**src/hw/rtl/ucd_pkg.sv**
```systemverilog
// ucd_pkg: shared types and constants for the UTF-8 code point decoder.
// No dependencies; imported by all ucd_* modules and the top level.
package ucd_pkg;

   localparam int CP_WIDTH      = 21;
   localparam int BYTE_WIDTH    = 8;
   localparam int QUEUE_DEPTH   = 4;
   localparam int RSP_DATA_BITS = ((CP_WIDTH + 7) / 8) * 8;

   // One queue entry per input byte that produces results.
   // pair: a malformed result precedes the one carried here.
   typedef struct packed {
      logic                pair;
      logic                bad;
      logic [CP_WIDTH-1:0] cp;
   } ucd_entry_type;

endpackage

```
**src/hw/rtl/ucd_front.sv**
```systemverilog
// ucd_front: accepts bytes, tracks the pending sequence, classifies each byte
// and pushes the results it causes as one queue entry. Depends on ucd_pkg.
module ucd_front
   import ucd_pkg::*;
(
   input  logic                  clock,
   input  logic                  reset,
   input  logic                  byte_valid,
   input  logic [BYTE_WIDTH-1:0] byte_data,
   input  logic                  queue_full,
   output logic                  byte_ready,
   output logic                  push,
   output ucd_entry_type         push_entry
);

   typedef struct packed {
      logic                has_res;
      logic                bad;
      logic [CP_WIDTH-1:0] cp;
      logic [1:0]          rem;
      logic [CP_WIDTH-1:0] partial;
   } lead_type;

   // Decode a byte with no sequence pending.
   function automatic lead_type lead_decode(input logic [BYTE_WIDTH-1:0] b);
      lead_type r;
      r = '0;
      if (b == '0) begin
         r.has_res = 1'b0;
      end else if (b[7] == 1'b0) begin
         r.has_res = 1'b1;
         r.cp      = {{(CP_WIDTH-BYTE_WIDTH){1'b0}}, b};
      end else if (b[7:5] == 3'b110) begin
         r.rem     = 2'd1;
         r.partial = {{(CP_WIDTH-5){1'b0}}, b[4:0]};
      end else if (b[7:4] == 4'b1110) begin
         r.rem     = 2'd2;
         r.partial = {{(CP_WIDTH-4){1'b0}}, b[3:0]};
      end else if (b[7:3] == 5'b11110) begin
         r.rem     = 2'd3;
         r.partial = {{(CP_WIDTH-3){1'b0}}, b[2:0]};
      end else begin
         r.has_res = 1'b1;
         r.bad     = 1'b1;
      end
      return r;
   endfunction

   logic [CP_WIDTH-1:0] partial_ff, partial_in;
   logic [1:0]          remain_ff, remain_in;
   logic                accept;
   logic                is_cont;
   logic [CP_WIDTH-1:0] shifted;
   lead_type            lead;

   assign byte_ready = !queue_full;
   assign accept     = byte_valid && byte_ready;
   assign is_cont    = (byte_data[7:6] == 2'b10);
   assign shifted    = {partial_ff[CP_WIDTH-7:0], byte_data[5:0]};
   assign lead       = lead_decode(byte_data);

   always_comb begin
      partial_in = partial_ff;
      remain_in  = remain_ff;
      push       = 1'b0;
      push_entry = '0;
      if (accept) begin
         priority if (remain_ff == 2'd0) begin
            partial_in     = lead.partial;
            remain_in      = lead.rem;
            push           = lead.has_res;
            push_entry.bad = lead.bad;
            push_entry.cp  = lead.cp;
         end else if (is_cont) begin
            remain_in = remain_ff - 2'd1;
            if (remain_ff == 2'd1) begin
               partial_in    = '0;
               push          = 1'b1;
               push_entry.cp = shifted;
            end else begin
               partial_in = shifted;
            end
         end else begin
            // broken sequence: report it, then decode the byte as a lead
            partial_in      = lead.partial;
            remain_in       = lead.rem;
            push            = 1'b1;
            push_entry.pair = lead.has_res;
            push_entry.bad  = lead.has_res ? lead.bad : 1'b1;
            push_entry.cp   = lead.cp;
         end
      end
   end

   always_ff @(posedge clock) begin
      if (reset) begin
         partial_ff <= '0;
         remain_ff  <= 2'd0;
      end else begin
         partial_ff <= partial_in;
         remain_ff  <= remain_in;
      end
   end

endmodule

```
**src/hw/rtl/ucd_queue.sv**
```systemverilog
// ucd_queue: small register FIFO of result entries between front and back.
// Depends on ucd_pkg.
module ucd_queue
   import ucd_pkg::*;
#(
   parameter int DEPTH = QUEUE_DEPTH
)
(
   input  logic          clock,
   input  logic          reset,
   input  logic          push,
   input  ucd_entry_type push_entry,
   input  logic          pop,
   output logic          full,
   output logic          empty,
   output ucd_entry_type head
);

   localparam int AW = (DEPTH > 1) ? $clog2(DEPTH) : 1;
   localparam int CW = $clog2(DEPTH + 1);
   localparam logic [AW-1:0] LAST = AW'(DEPTH - 1);

   ucd_entry_type slot_ff [DEPTH];
   logic [AW-1:0] wr_ff, wr_in, rd_ff, rd_in;
   logic [CW-1:0] count_ff, count_in;
   logic          do_push, do_pop;

   assign full    = (count_ff == CW'(DEPTH));
   assign empty   = (count_ff == '0);
   assign head    = slot_ff[rd_ff];
   assign do_push = push && !full;
   assign do_pop  = pop && !empty;

   always_comb begin
      wr_in    = wr_ff;
      rd_in    = rd_ff;
      count_in = count_ff;
      if (do_push) begin
         wr_in = (wr_ff == LAST) ? '0 : wr_ff + 1'b1;
      end
      if (do_pop) begin
         rd_in = (rd_ff == LAST) ? '0 : rd_ff + 1'b1;
      end
      if (do_push && !do_pop) begin
         count_in = count_ff + 1'b1;
      end else if (do_pop && !do_push) begin
         count_in = count_ff - 1'b1;
      end
   end

   always_ff @(posedge clock) begin
      if (do_push) begin
         slot_ff[wr_ff] <= push_entry;
      end
   end

   always_ff @(posedge clock) begin
      if (reset) begin
         wr_ff    <= '0;
         rd_ff    <= '0;
         count_ff <= '0;
      end else begin
         wr_ff    <= wr_in;
         rd_ff    <= rd_in;
         count_ff <= count_in;
      end
   end

endmodule

```
**src/hw/rtl/ucd_back.sv**
```systemverilog
// ucd_back: expands queue entries into result transactions through an
// output register. Depends on ucd_pkg.
module ucd_back
   import ucd_pkg::*;
(
   input  logic                clock,
   input  logic                reset,
   input  logic                empty,
   input  ucd_entry_type       head,
   input  logic                out_ready,
   output logic                pop,
   output logic                out_valid,
   output logic [CP_WIDTH-1:0] out_cp,
   output logic                out_bad,
   output logic                out_last
);

   logic                valid_ff, valid_in;
   logic                phase_ff, phase_in;
   logic [CP_WIDTH-1:0] cp_ff, cp_in;
   logic                bad_ff, bad_in;
   logic                last_ff, last_in;
   logic                load;

   assign load = !valid_ff || out_ready;

   always_comb begin
      valid_in = valid_ff;
      phase_in = phase_ff;
      cp_in    = cp_ff;
      bad_in   = bad_ff;
      last_in  = last_ff;
      pop      = 1'b0;
      if (load) begin
         valid_in = !empty;
         if (!empty) begin
            if (head.pair && !phase_ff) begin
               // leading malformed result of a broken sequence
               phase_in = 1'b1;
               cp_in    = '0;
               bad_in   = 1'b1;
               last_in  = 1'b0;
            end else begin
               phase_in = 1'b0;
               cp_in    = head.cp;
               bad_in   = head.bad;
               last_in  = 1'b1;
               pop      = 1'b1;
            end
         end
      end
   end

   always_ff @(posedge clock) begin
      if (reset) begin
         valid_ff <= 1'b0;
         phase_ff <= 1'b0;
      end else begin
         valid_ff <= valid_in;
         phase_ff <= phase_in;
      end
   end

   always_ff @(posedge clock) begin
      cp_ff   <= cp_in;
      bad_ff  <= bad_in;
      last_ff <= last_in;
   end

   assign out_valid = valid_ff;
   assign out_cp    = cp_ff;
   assign out_bad   = bad_ff;
   assign out_last  = last_ff;

endmodule

```
**src/hw/rtl/utf8_codepoint_decoder.sv**
```systemverilog
// utf8_codepoint_decoder: one UTF-8 byte per transaction in, decoded code points out.
// A result is written into the entry queue on the edge that accepts its byte, then moves into
// the output register once that register is free; the second result of a pair follows it.
// Throughput: one byte per cycle unless the queue is full; one result per cycle while the
// receiver is ready; a byte with two results loads the output twice; the queue absorbs this.
// Reset: synchronous, active high; clears the pending sequence, the queue and the output valid.
module utf8_codepoint_decoder
   import ucd_pkg::*;
#(
   parameter int QDEPTH = QUEUE_DEPTH
)
(
   input  logic                     clock,
   input  logic                     reset,
   // input byte stream
   input  logic                     req_tvalid,
   output logic                     req_tready,
   input  logic [BYTE_WIDTH-1:0]    req_tdata,   // [7:0] byte_in
   // result stream
   output logic                     rsp_tvalid,
   input  logic                     rsp_tready,
   output logic [RSP_DATA_BITS-1:0] rsp_tdata,   // [20:0] code_point, rest zero
   output logic                     rsp_tuser,   // [0] malformed
   output logic                     rsp_tlast    // last_of_run
);

   // front -> queue
   logic          push;
   ucd_entry_type push_entry;
   logic          queue_full;

   // queue -> back
   logic          pop;
   logic          queue_empty;
   ucd_entry_type head;

   logic [CP_WIDTH-1:0] out_cp;

   // Front end: sequence state and byte classification. Stalls only when
   // the queue is full, never on the result side directly.
   ucd_front u_front (
      .clock      (clock),
      .reset      (reset),
      .byte_valid (req_tvalid),
      .byte_data  (req_tdata),
      .queue_full (queue_full),
      .byte_ready (req_tready),
      .push       (push),
      .push_entry (push_entry)
   );

   // Entry queue: one entry per byte that produces results.
   ucd_queue #(
      .DEPTH (QDEPTH)
   ) u_queue (
      .clock      (clock),
      .reset      (reset),
      .push       (push),
      .push_entry (push_entry),
      .pop        (pop),
      .full       (queue_full),
      .empty      (queue_empty),
      .head       (head)
   );

   // Back end: splits paired entries into two transactions, drives rsp_*.
   ucd_back u_back (
      .clock     (clock),
      .reset     (reset),
      .empty     (queue_empty),
      .head      (head),
      .out_ready (rsp_tready),
      .pop       (pop),
      .out_valid (rsp_tvalid),
      .out_cp    (out_cp),
      .out_bad   (rsp_tuser),
      .out_last  (rsp_tlast)
   );

   assign rsp_tdata = {{(RSP_DATA_BITS-CP_WIDTH){1'b0}}, out_cp};

endmodule

```
**config.mk**
```make
export PLATFORM = sky130hd
export DESIGN_NAME = utf8_codepoint_decoder
export DESIGN_NICKNAME = d
export VERILOG_FILES = /design/src/hw/rtl/ucd_pkg.sv /design/src/hw/rtl/ucd_front.sv /design/src/hw/rtl/ucd_queue.sv /design/src/hw/rtl/ucd_back.sv /design/src/hw/rtl/utf8_codepoint_decoder.sv
export SDC_FILE = /design/constraint.sdc
export NUM_CORES = 1
export LEC_CHECK = 0
export ABC_AREA = 1
export CAP_MARGIN = 10
export CORE_MARGIN = 5
export CORE_UTILIZATION = 30
export CTS_BUF_LIST = sky130_fd_sc_hd__clkbuf_8
export DETAILED_ROUTE_END_ITERATION = 6
export DONT_BUFFER_PORTS = 1
export REMOVE_ABC_BUFFERS = 1
export SLEW_MARGIN = 20
export SYNTH_ARGS = -nofsm -noshare
export SYNTH_HDL_FRONTEND = slang
export SYNTH_SLANG_ARGS = --single-unit
```
**constraint.sdc**
```tcl
create_clock -name clock -period 4.68 [get_ports clock]
set_input_delay 0.234 -clock clock [delete_from_list [all_inputs] [get_ports clock]]
set_output_delay 0.234 -clock clock [all_outputs]
set_load 0.02 [all_outputs]
```
Word-level counts from Yosys, hierarchy flattened
Memory sizes are Yosys's and may differ from the RTL's. A register that Yosys moved wholly into a read port is not among the register bits.
Cells that the tools add are included.
W data, S select, Z words.
{ "word_totals": {"reg_bits": 49, "mem_bits_rw": 92, "in_bits": 12, "n_memories": 1} }
{ "memory_table": {"columns": ["name", "words", "width", "read_ports", "rd_ports_with_merged_regs", "write_ports", "line", "rtl"], "rows": [
  ["u_queue.slot_ff", 4, 23, 1, 1, 1, "ucd_queue.sv:23", "ucd_entry_type slot_ff [DEPTH];"]
]} }
{ "classes": {"addsub": 5, "n_eq_ne": 8, "muxes": 40, "bitwise_logic": 1, "n_reduce_logical": 18} }
{ "ops": {"columns": ["op", "n"], "rows": [
  ["$mux W23", 5],
  ["$mux W15", 3],
  ["$mux W45", 1],
  ["$mux W21", 2],
  ["$mux W22", 1],
  ["$mux W2", 10],
  ["$mux W1", 15],
  ["$logic_not A8 Y1", 1],
  ["$mux W7", 1],
  ["$eq A2 B2 Y1 const B", 3],
  ["$eq A3 B3 Y1 const B", 2],
  ["$logic_and A1 B1 Y1", 6],
  ["$logic_not A1 Y1", 6],
  ["$mux W3", 2],
  ["$eq A5 B5 Y1 const B", 1],
  ["$add A2 B1 Y2 const B", 2],
  ["$eq A4 B4 Y1 const B", 1],
  ["$add A3 B1 Y3 const B", 1],
  ["$logic_not A3 Y1", 1],
  ["$sub A3 B1 Y3 const B", 1],
  ["$eq A2 B1 Y1 const B", 1],
  ["$logic_not A2 Y1", 1],
  ["$reduce_and A2 Y1", 1],
  ["$reduce_bool A2 Y1", 1],
  ["3 further kinds", 3]
]} }

Depth between registers and ports, before layout
{ "logic_depth": {"word_depth": 13, "ltp_mapped": 15, "ltp_nobuf": 15} }

Hierarchy
From an unflattened synthesis, not the netlist that was laid out.
{ "hier_totals": {"hier_cells": 555, "area_unflattened_um2": 6436.2} }
{ "by_module_without_submodules": {"columns": ["module", "instances", "cells_per_inst", "area_each_um2", "seq_area_each_um2"], "rows": [
  ["ucd_queue", 1, 293, 4244.1, 2942.8],
  ["ucd_front", 1, 173, 1096.1, 340.3],
  ["ucd_back", 1, 85, 1069.8, 730.7],
  ["utf8_codepoint_decoder", 1, 4, 26.3, 0.0]
]} }

Worst setup path before layout
OpenSTA, ideal clock, no wires.
{ "synth_path": {"path_kind": "register -> register", "startpoint": "register u_queue.count_ff[0]", "endpoint": "register u_queue.count_ff[1]", "t_arrival_ns": 2.492, "slack_ns": 2.072, "stages_incl_launch_ff": 10, "period_less_slack_ns": 2.608, "cell_sequence": "dfxtp_1 -> nor2_2 -> a21oi_2 -> a21boi_2 -> inv_1 -> ha_1 -> inv_1 -> fa_1 -> o21ai_0 -> nor2_1"} }
{ "synth_rtl": {"columns": ["item", "line", "rtl"], "rows": [
  ["from (decl)", "ucd_queue.sv:25", "logic [CW-1:0] count_ff, count_in;"],
  ["from (signal assigned)", "ucd_queue.sv:65", "count_ff <= count_in;"],
  ["$eq A3 B3 Y1 / $logic_not A3 Y1 (equally long branches)", "ucd_queue.sv:28, ucd_queue.sv:29", null],
  ["$logic_not A1 Y1 / $mux W1 (equally long branches)", "ucd_front.sv:56, ucd_queue.sv:31, ucd_back.sv:36", null],
  ["$logic_and A1 B1 Y1 / $mux W1 (equally long branches)", "ucd_front.sv:57, ucd_back.sv:34", null],
  ["$mux W1 / $logic_and A1 B1 Y1 (equally long branches)", "ucd_front.sv:67, ucd_queue.sv:32", null],
  ["$logic_and A1 B1 Y1 / $logic_not A1 Y1 (equally long branches)", "ucd_queue.sv:31, ucd_queue.sv:44", null],
  ["$logic_and A1 B1 Y1", "ucd_queue.sv:44", "if (do_push && !do_pop) begin"],
  ["$mux W3 *", "ucd_queue.sv:44", null],
  ["net u_queue.count_in[1]", "ucd_queue.sv:25", null]
]} }
Mark *: on every way through the listed nets, which the timed path passes. The rest lies on a longest branch. The select of a mux whose other input is x is not followed.
A chain may end at the register's enable or synchronous reset.

==> flow_summary.yaml <==
synth:
  synth_mux_area_share_pct: 0.168
  synth_area_leader_cell: "sky130_fd_sc_hd__edfxtp_1"
  post_synth_and_or_nand_nor_area_fraction_pct: 13.5
  syn-mean-instance-area_um2: 11.4
  syn_inst: 522
  post_syn_area_mm2: 0.00594
  area_share_of_fa_ha_maj_cells_after_synthesis_pct: 2.02
  synthTopCellsByArea: "sky130_fd_sc_hd__edfxtp_1 (58%), sky130_fd_sc_hd__dfxtp_1 (9.4%), sky130_fd_sc_hd__nor2_1 (7.4%), sky130_fd_sc_hd__inv_1 (4.0%), sky130_fd_sc_hd__o32ai_1 (3.2%)"
  xor_xnor_fraction_of_synth_area_pct: 0
  synth_top_family_by_area: "simple AND/OR/NAND/NOR gates"
  synth_top_cell_area_share_pct: 58.1
  synth_cell_types: 39
  synth_compound_gate_area_share_pct: 9.60
  sequential_element_share_of_the_synthesized_area_pct: 67.6
  ys_seq_elements: 143
  yosysWarningCount: 0
critical_path:
  cp.required_ns: 5.00
  timing.critical_path.max_delay_family: "buffers and inverters"
  worstPathCellList: "inv_4 -> nand2_1 -> nand2_1 -> nand2_1 -> nand2_2 -> a21boi_2 -> inv_1 -> ha_1 -> inv_1 -> fa_1 -> a21oi_1 -> o21ai_0 -> o21ai_0 -> a21oi_1"
  critPathArrivalTime_ns: 3.15
  worst-setup-path-type: "flip-flop to flip-flop"
  critPathMaxStageDelay_ns: 0.54
  worst-path-buf-inv: 3
  endpoint_kind_of_the_worst_setup_timing_path: "flip-flop"
  cp_slowest_cell: "sky130_fd_sc_hd__dfxtp_1"
  regToRegSetupSlack_ns: 1.85
  critical_path_peak_fanout: 45
  critPathMostFrequentCell: "sky130_fd_sc_hd__nand2_1"
  crit_path_start_kind: "flip-flop"
global_route:
  initial_antenna_violation_count: 0
  gr_peak_layer: "met2"
  first_global_vias: 3584
  grtUsageMet3_pct: 3.37
  use_met1_pct: 14.3
  globalRouteTotalUtil_pct: 10.9
  grt_pass1_wl_um: 18800
  grt_util_met2_pct: 16.7
  overflow_left_after_global_routing: 0
  grt_max_degree: 46
finish:
  mostFrequentLayoutCell: "sky130_fd_sc_hd__edfxtp_1"
  multiInputGateArea_mm2: 0.00153
  final_layout_size_suffix_gt1_share_pct: 10.5
  area_delta_synth_final_pct: 12.8
  fill_cells: 1915
  layout.cells.most_common_list: "sky130_fd_sc_hd__edfxtp_1 (115), sky130_fd_sc_hd__nor2_1 (113), sky130_fd_sc_hd__inv_1 (64), sky130_fd_sc_hd__nand2_1 (42), sky130_fd_sc_hd__o21ai_0 (32)"
  final_net_count: 551
  ff_latch_area_mm2: 0.00401
  diodes: 0
pwr:
  irDropWorstVdd_v: 0.000453
  seq_power_share_pct: 48.8
  power_frac_comb_pct: 23.0
  total_power_w: 0.00397
  p_int_w: 0.00264
  power.clock.fraction_pct: 28.1
  p_sw_w: 0.00134
  power_switching_share_pct: 33.6
  static-leakage-power_nw: 2.50
  power_density_mw_per_mm2: 593
route:
  detail_route.first_pass.iterations: 5
  vias: 3742
  totalWireLength_um: 12100
  first_iter_violations: 322
  drcViolationCount: 0
  routed_wire_length_per_instance_um: 15.0
  ant_nets: 0
  viasPerCell: 4.64
clocking:
  cts.hold.buffers_added: 6
  cts_buffers: 17
  postCtsResizedCells: 0
  clock_tree_from_tritoncts: "yes"
  clk_transition_reported_paths_ns: 0.08
  clock-root-buffer: "sky130_fd_sc_hd__clkbuf_8"
  postCtsSetupRepairBufs: 0
  longest_clk_path_bufs: 2
  clock_latency_at_the_later_pin_of_the_worst_skew_pair_ns: 0.43
  cts-htree-levels: 4
  clkSinkCount: 143
die:
  num_io_pins: 40
  die_area_mm2: 0.0227
  die_width_um: 151
  starting_utilization_of_the_core_area_pct: 30.5
  floorplan.die.height_um: 151
  core_region_area_mm2: 0.0195
  rows: 51
sta:
  worst-slew-pin-transition_ns: 0.741
  timing.final.setup_violations: 0
  finalMaxSlewViolations: 0
  skew_ns: 0.00825
  unrepaired_setup_endpoints_after_global_routing: "no"
  final.period_utilization_pct: 60.6
  timing.final.crit_period_ns: 2.83
  totalNegativeSetupSlack_ns: 0
  worst_slew_margin_rel_pct: 50.5
  hold_viol: 0
  maximum_clock_frequency_mhz: 353
  timing.hold.ws_ns: 0.0609
min_path:
  hp-class: "input pin to flip-flop"
run:
  drv_cap: 0
place:
  globalplace.congestion: 0.874
  hpwlAfterDp_um: 7320
  portBuffers: 0
run_status:
  status: "finished clean"
cell usage after synthesis:
cell and instances:
sky130_fd_sc_hd__inv_1 63, sky130_fd_sc_hd__o21ai_0 32, sky130_fd_sc_hd__a21boi_2 1, sky130_fd_sc_hd__nand2_1 42
sky130_fd_sc_hd__mux2i_1 1, sky130_fd_sc_hd__o21ai_1 2, sky130_fd_sc_hd__inv_2 2, sky130_fd_sc_hd__clkbuf_1 5
sky130_fd_sc_hd__a31oi_1 1, sky130_fd_sc_hd__a21oi_2 1, sky130_fd_sc_hd__a21oi_1 12, sky130_fd_sc_hd__nand3b_1 1
sky130_fd_sc_hd__o32ai_1 22, sky130_fd_sc_hd__o211ai_1 1, sky130_fd_sc_hd__buf_6 3, sky130_fd_sc_hd__nand2_2 2
sky130_fd_sc_hd__edfxtp_1 115, sky130_fd_sc_hd__inv_4 2, sky130_fd_sc_hd__or2_2 1, sky130_fd_sc_hd__o221ai_1 1
sky130_fd_sc_hd__nor2_4 2, sky130_fd_sc_hd__nand3_2 1, sky130_fd_sc_hd__buf_4 10, sky130_fd_sc_hd__buf_2 7
sky130_fd_sc_hd__nand3_1 11, sky130_fd_sc_hd__dfxtp_1 28, sky130_fd_sc_hd__and3_1 1, sky130_fd_sc_hd__o21ai_2 2
sky130_fd_sc_hd__nor2_1 117, sky130_fd_sc_hd__nand2_4 2, sky130_fd_sc_hd__nor3_1 6, sky130_fd_sc_hd__nand3_4 1
sky130_fd_sc_hd__fa_1 1, sky130_fd_sc_hd__conb_1 1, sky130_fd_sc_hd__nor2_2 2, sky130_fd_sc_hd__a22oi_1 10
sky130_fd_sc_hd__a31oi_2 1, sky130_fd_sc_hd__buf_1 1, sky130_fd_sc_hd__ha_1 8
final cells by class:
cell class              count  share of cell area [%]
clock buffers              17                    3.49
clock inverters            14                    3.32
inverters                  67                    3.83
multi-input cells         288                    22.8
flip-flops and latches    143                    59.9
well taps                 265                    4.95
repair buffers             13                    1.68
routing by layer:
| metal | share of wire (%) | wire (um) | up-vias |
|---|---|---|---|
| li1 | - | - | 1788 |
| met1 | 45 | 5480 | 1813 |
| met2 | 46 | 5630 | 124 |
| met3 | 6.7 | 817 | 17 |
| met4 | 1.7 | 206 | 0 |
| met5 | 0 | 0 | - |
worst register-to-register path, cell delays in order (launching register included):
cell and delay [ns]:
sky130_fd_sc_hd__dfxtp_1 0.54, sky130_fd_sc_hd__inv_4 0.50, sky130_fd_sc_hd__nand2_1 0.12, sky130_fd_sc_hd__nand2_1 0.07, sky130_fd_sc_hd__nand2_1 0.06, sky130_fd_sc_hd__nand2_2 0.14
sky130_fd_sc_hd__a21boi_2 0.08, sky130_fd_sc_hd__inv_1 0.07, sky130_fd_sc_hd__ha_1 0.14, sky130_fd_sc_hd__inv_1 0.07, sky130_fd_sc_hd__fa_1 0.44, sky130_fd_sc_hd__a21oi_1 0.14
sky130_fd_sc_hd__o21ai_0 0.11, sky130_fd_sc_hd__o21ai_0 0.17, sky130_fd_sc_hd__a21oi_1 0.06
through the flow:
step	setup WS [ns]	cell area (um2)	std cells	util, %
global placement	1.93	6180	770	31.8
floorplan	1.87	5780	498	-
CTS	1.81	6700	807	34.4
finish	1.85	6700	807	34.4
detailed placement	1.87	6180	770	31.8
global route	1.49	6700	807	34.4
power by group through the flow:
stage | Combinational, W | Sequential, W | Clock, W
after detailed placement | 0.000920 | 0.00198 | 0
after floorplan | 0.000620 | 0.00195 | 0
after global routing | 0.00104 | 0.00197 | 0.00120
after global placement | 0.000892 | 0.00198 | 0
after CTS | 0.000934 | 0.00195 | 0.00114
final | 0.000915 | 0.00194 | 0.00112
state kept, by name, summed over array words and instances (netlist names), named ones only:
signal,cells
u_front.partial_ff,15
u_back.out_cp,21
u_front.remain_ff,2
u_back.out_last,1
u_back.out_bad,1
u_queue.wr_ff,2
u_queue.slot_ff,92
u_back.out_valid,1
u_queue.rd_ff,2
u_back.phase_ff,1
u_queue.count_ff,3
final timing paths:
path | from | to | cells after the start
setup / recovery | flip-flop | u_queue.count_ff[2]$_SDFFE_PP0P_ | 14
hold / removal | req_tdata[7] | u_front.remain_ff[0]$_SDFFE_PP0P_ | 2
hold reg to reg | u_front.partial_ff[4]$_SDFFE_PP0P_ | u_front.partial_ff[4]$_SDFFE_PP0P_ | 2
setup reg to reg | flip-flop | u_queue.count_ff[2]$_SDFFE_PP0P_ | 14
cell families after synthesis:
| kind of cell | Yosys count |
|---|---|
| buf+inv | 93 |
| flops | 143 |
| fa+ha+maj | 9 |
| compound gates | 86 |
| other cells | 1 |
| mux | 1 |
| simple gates | 189 |
(Power assumes the default switching activity.)
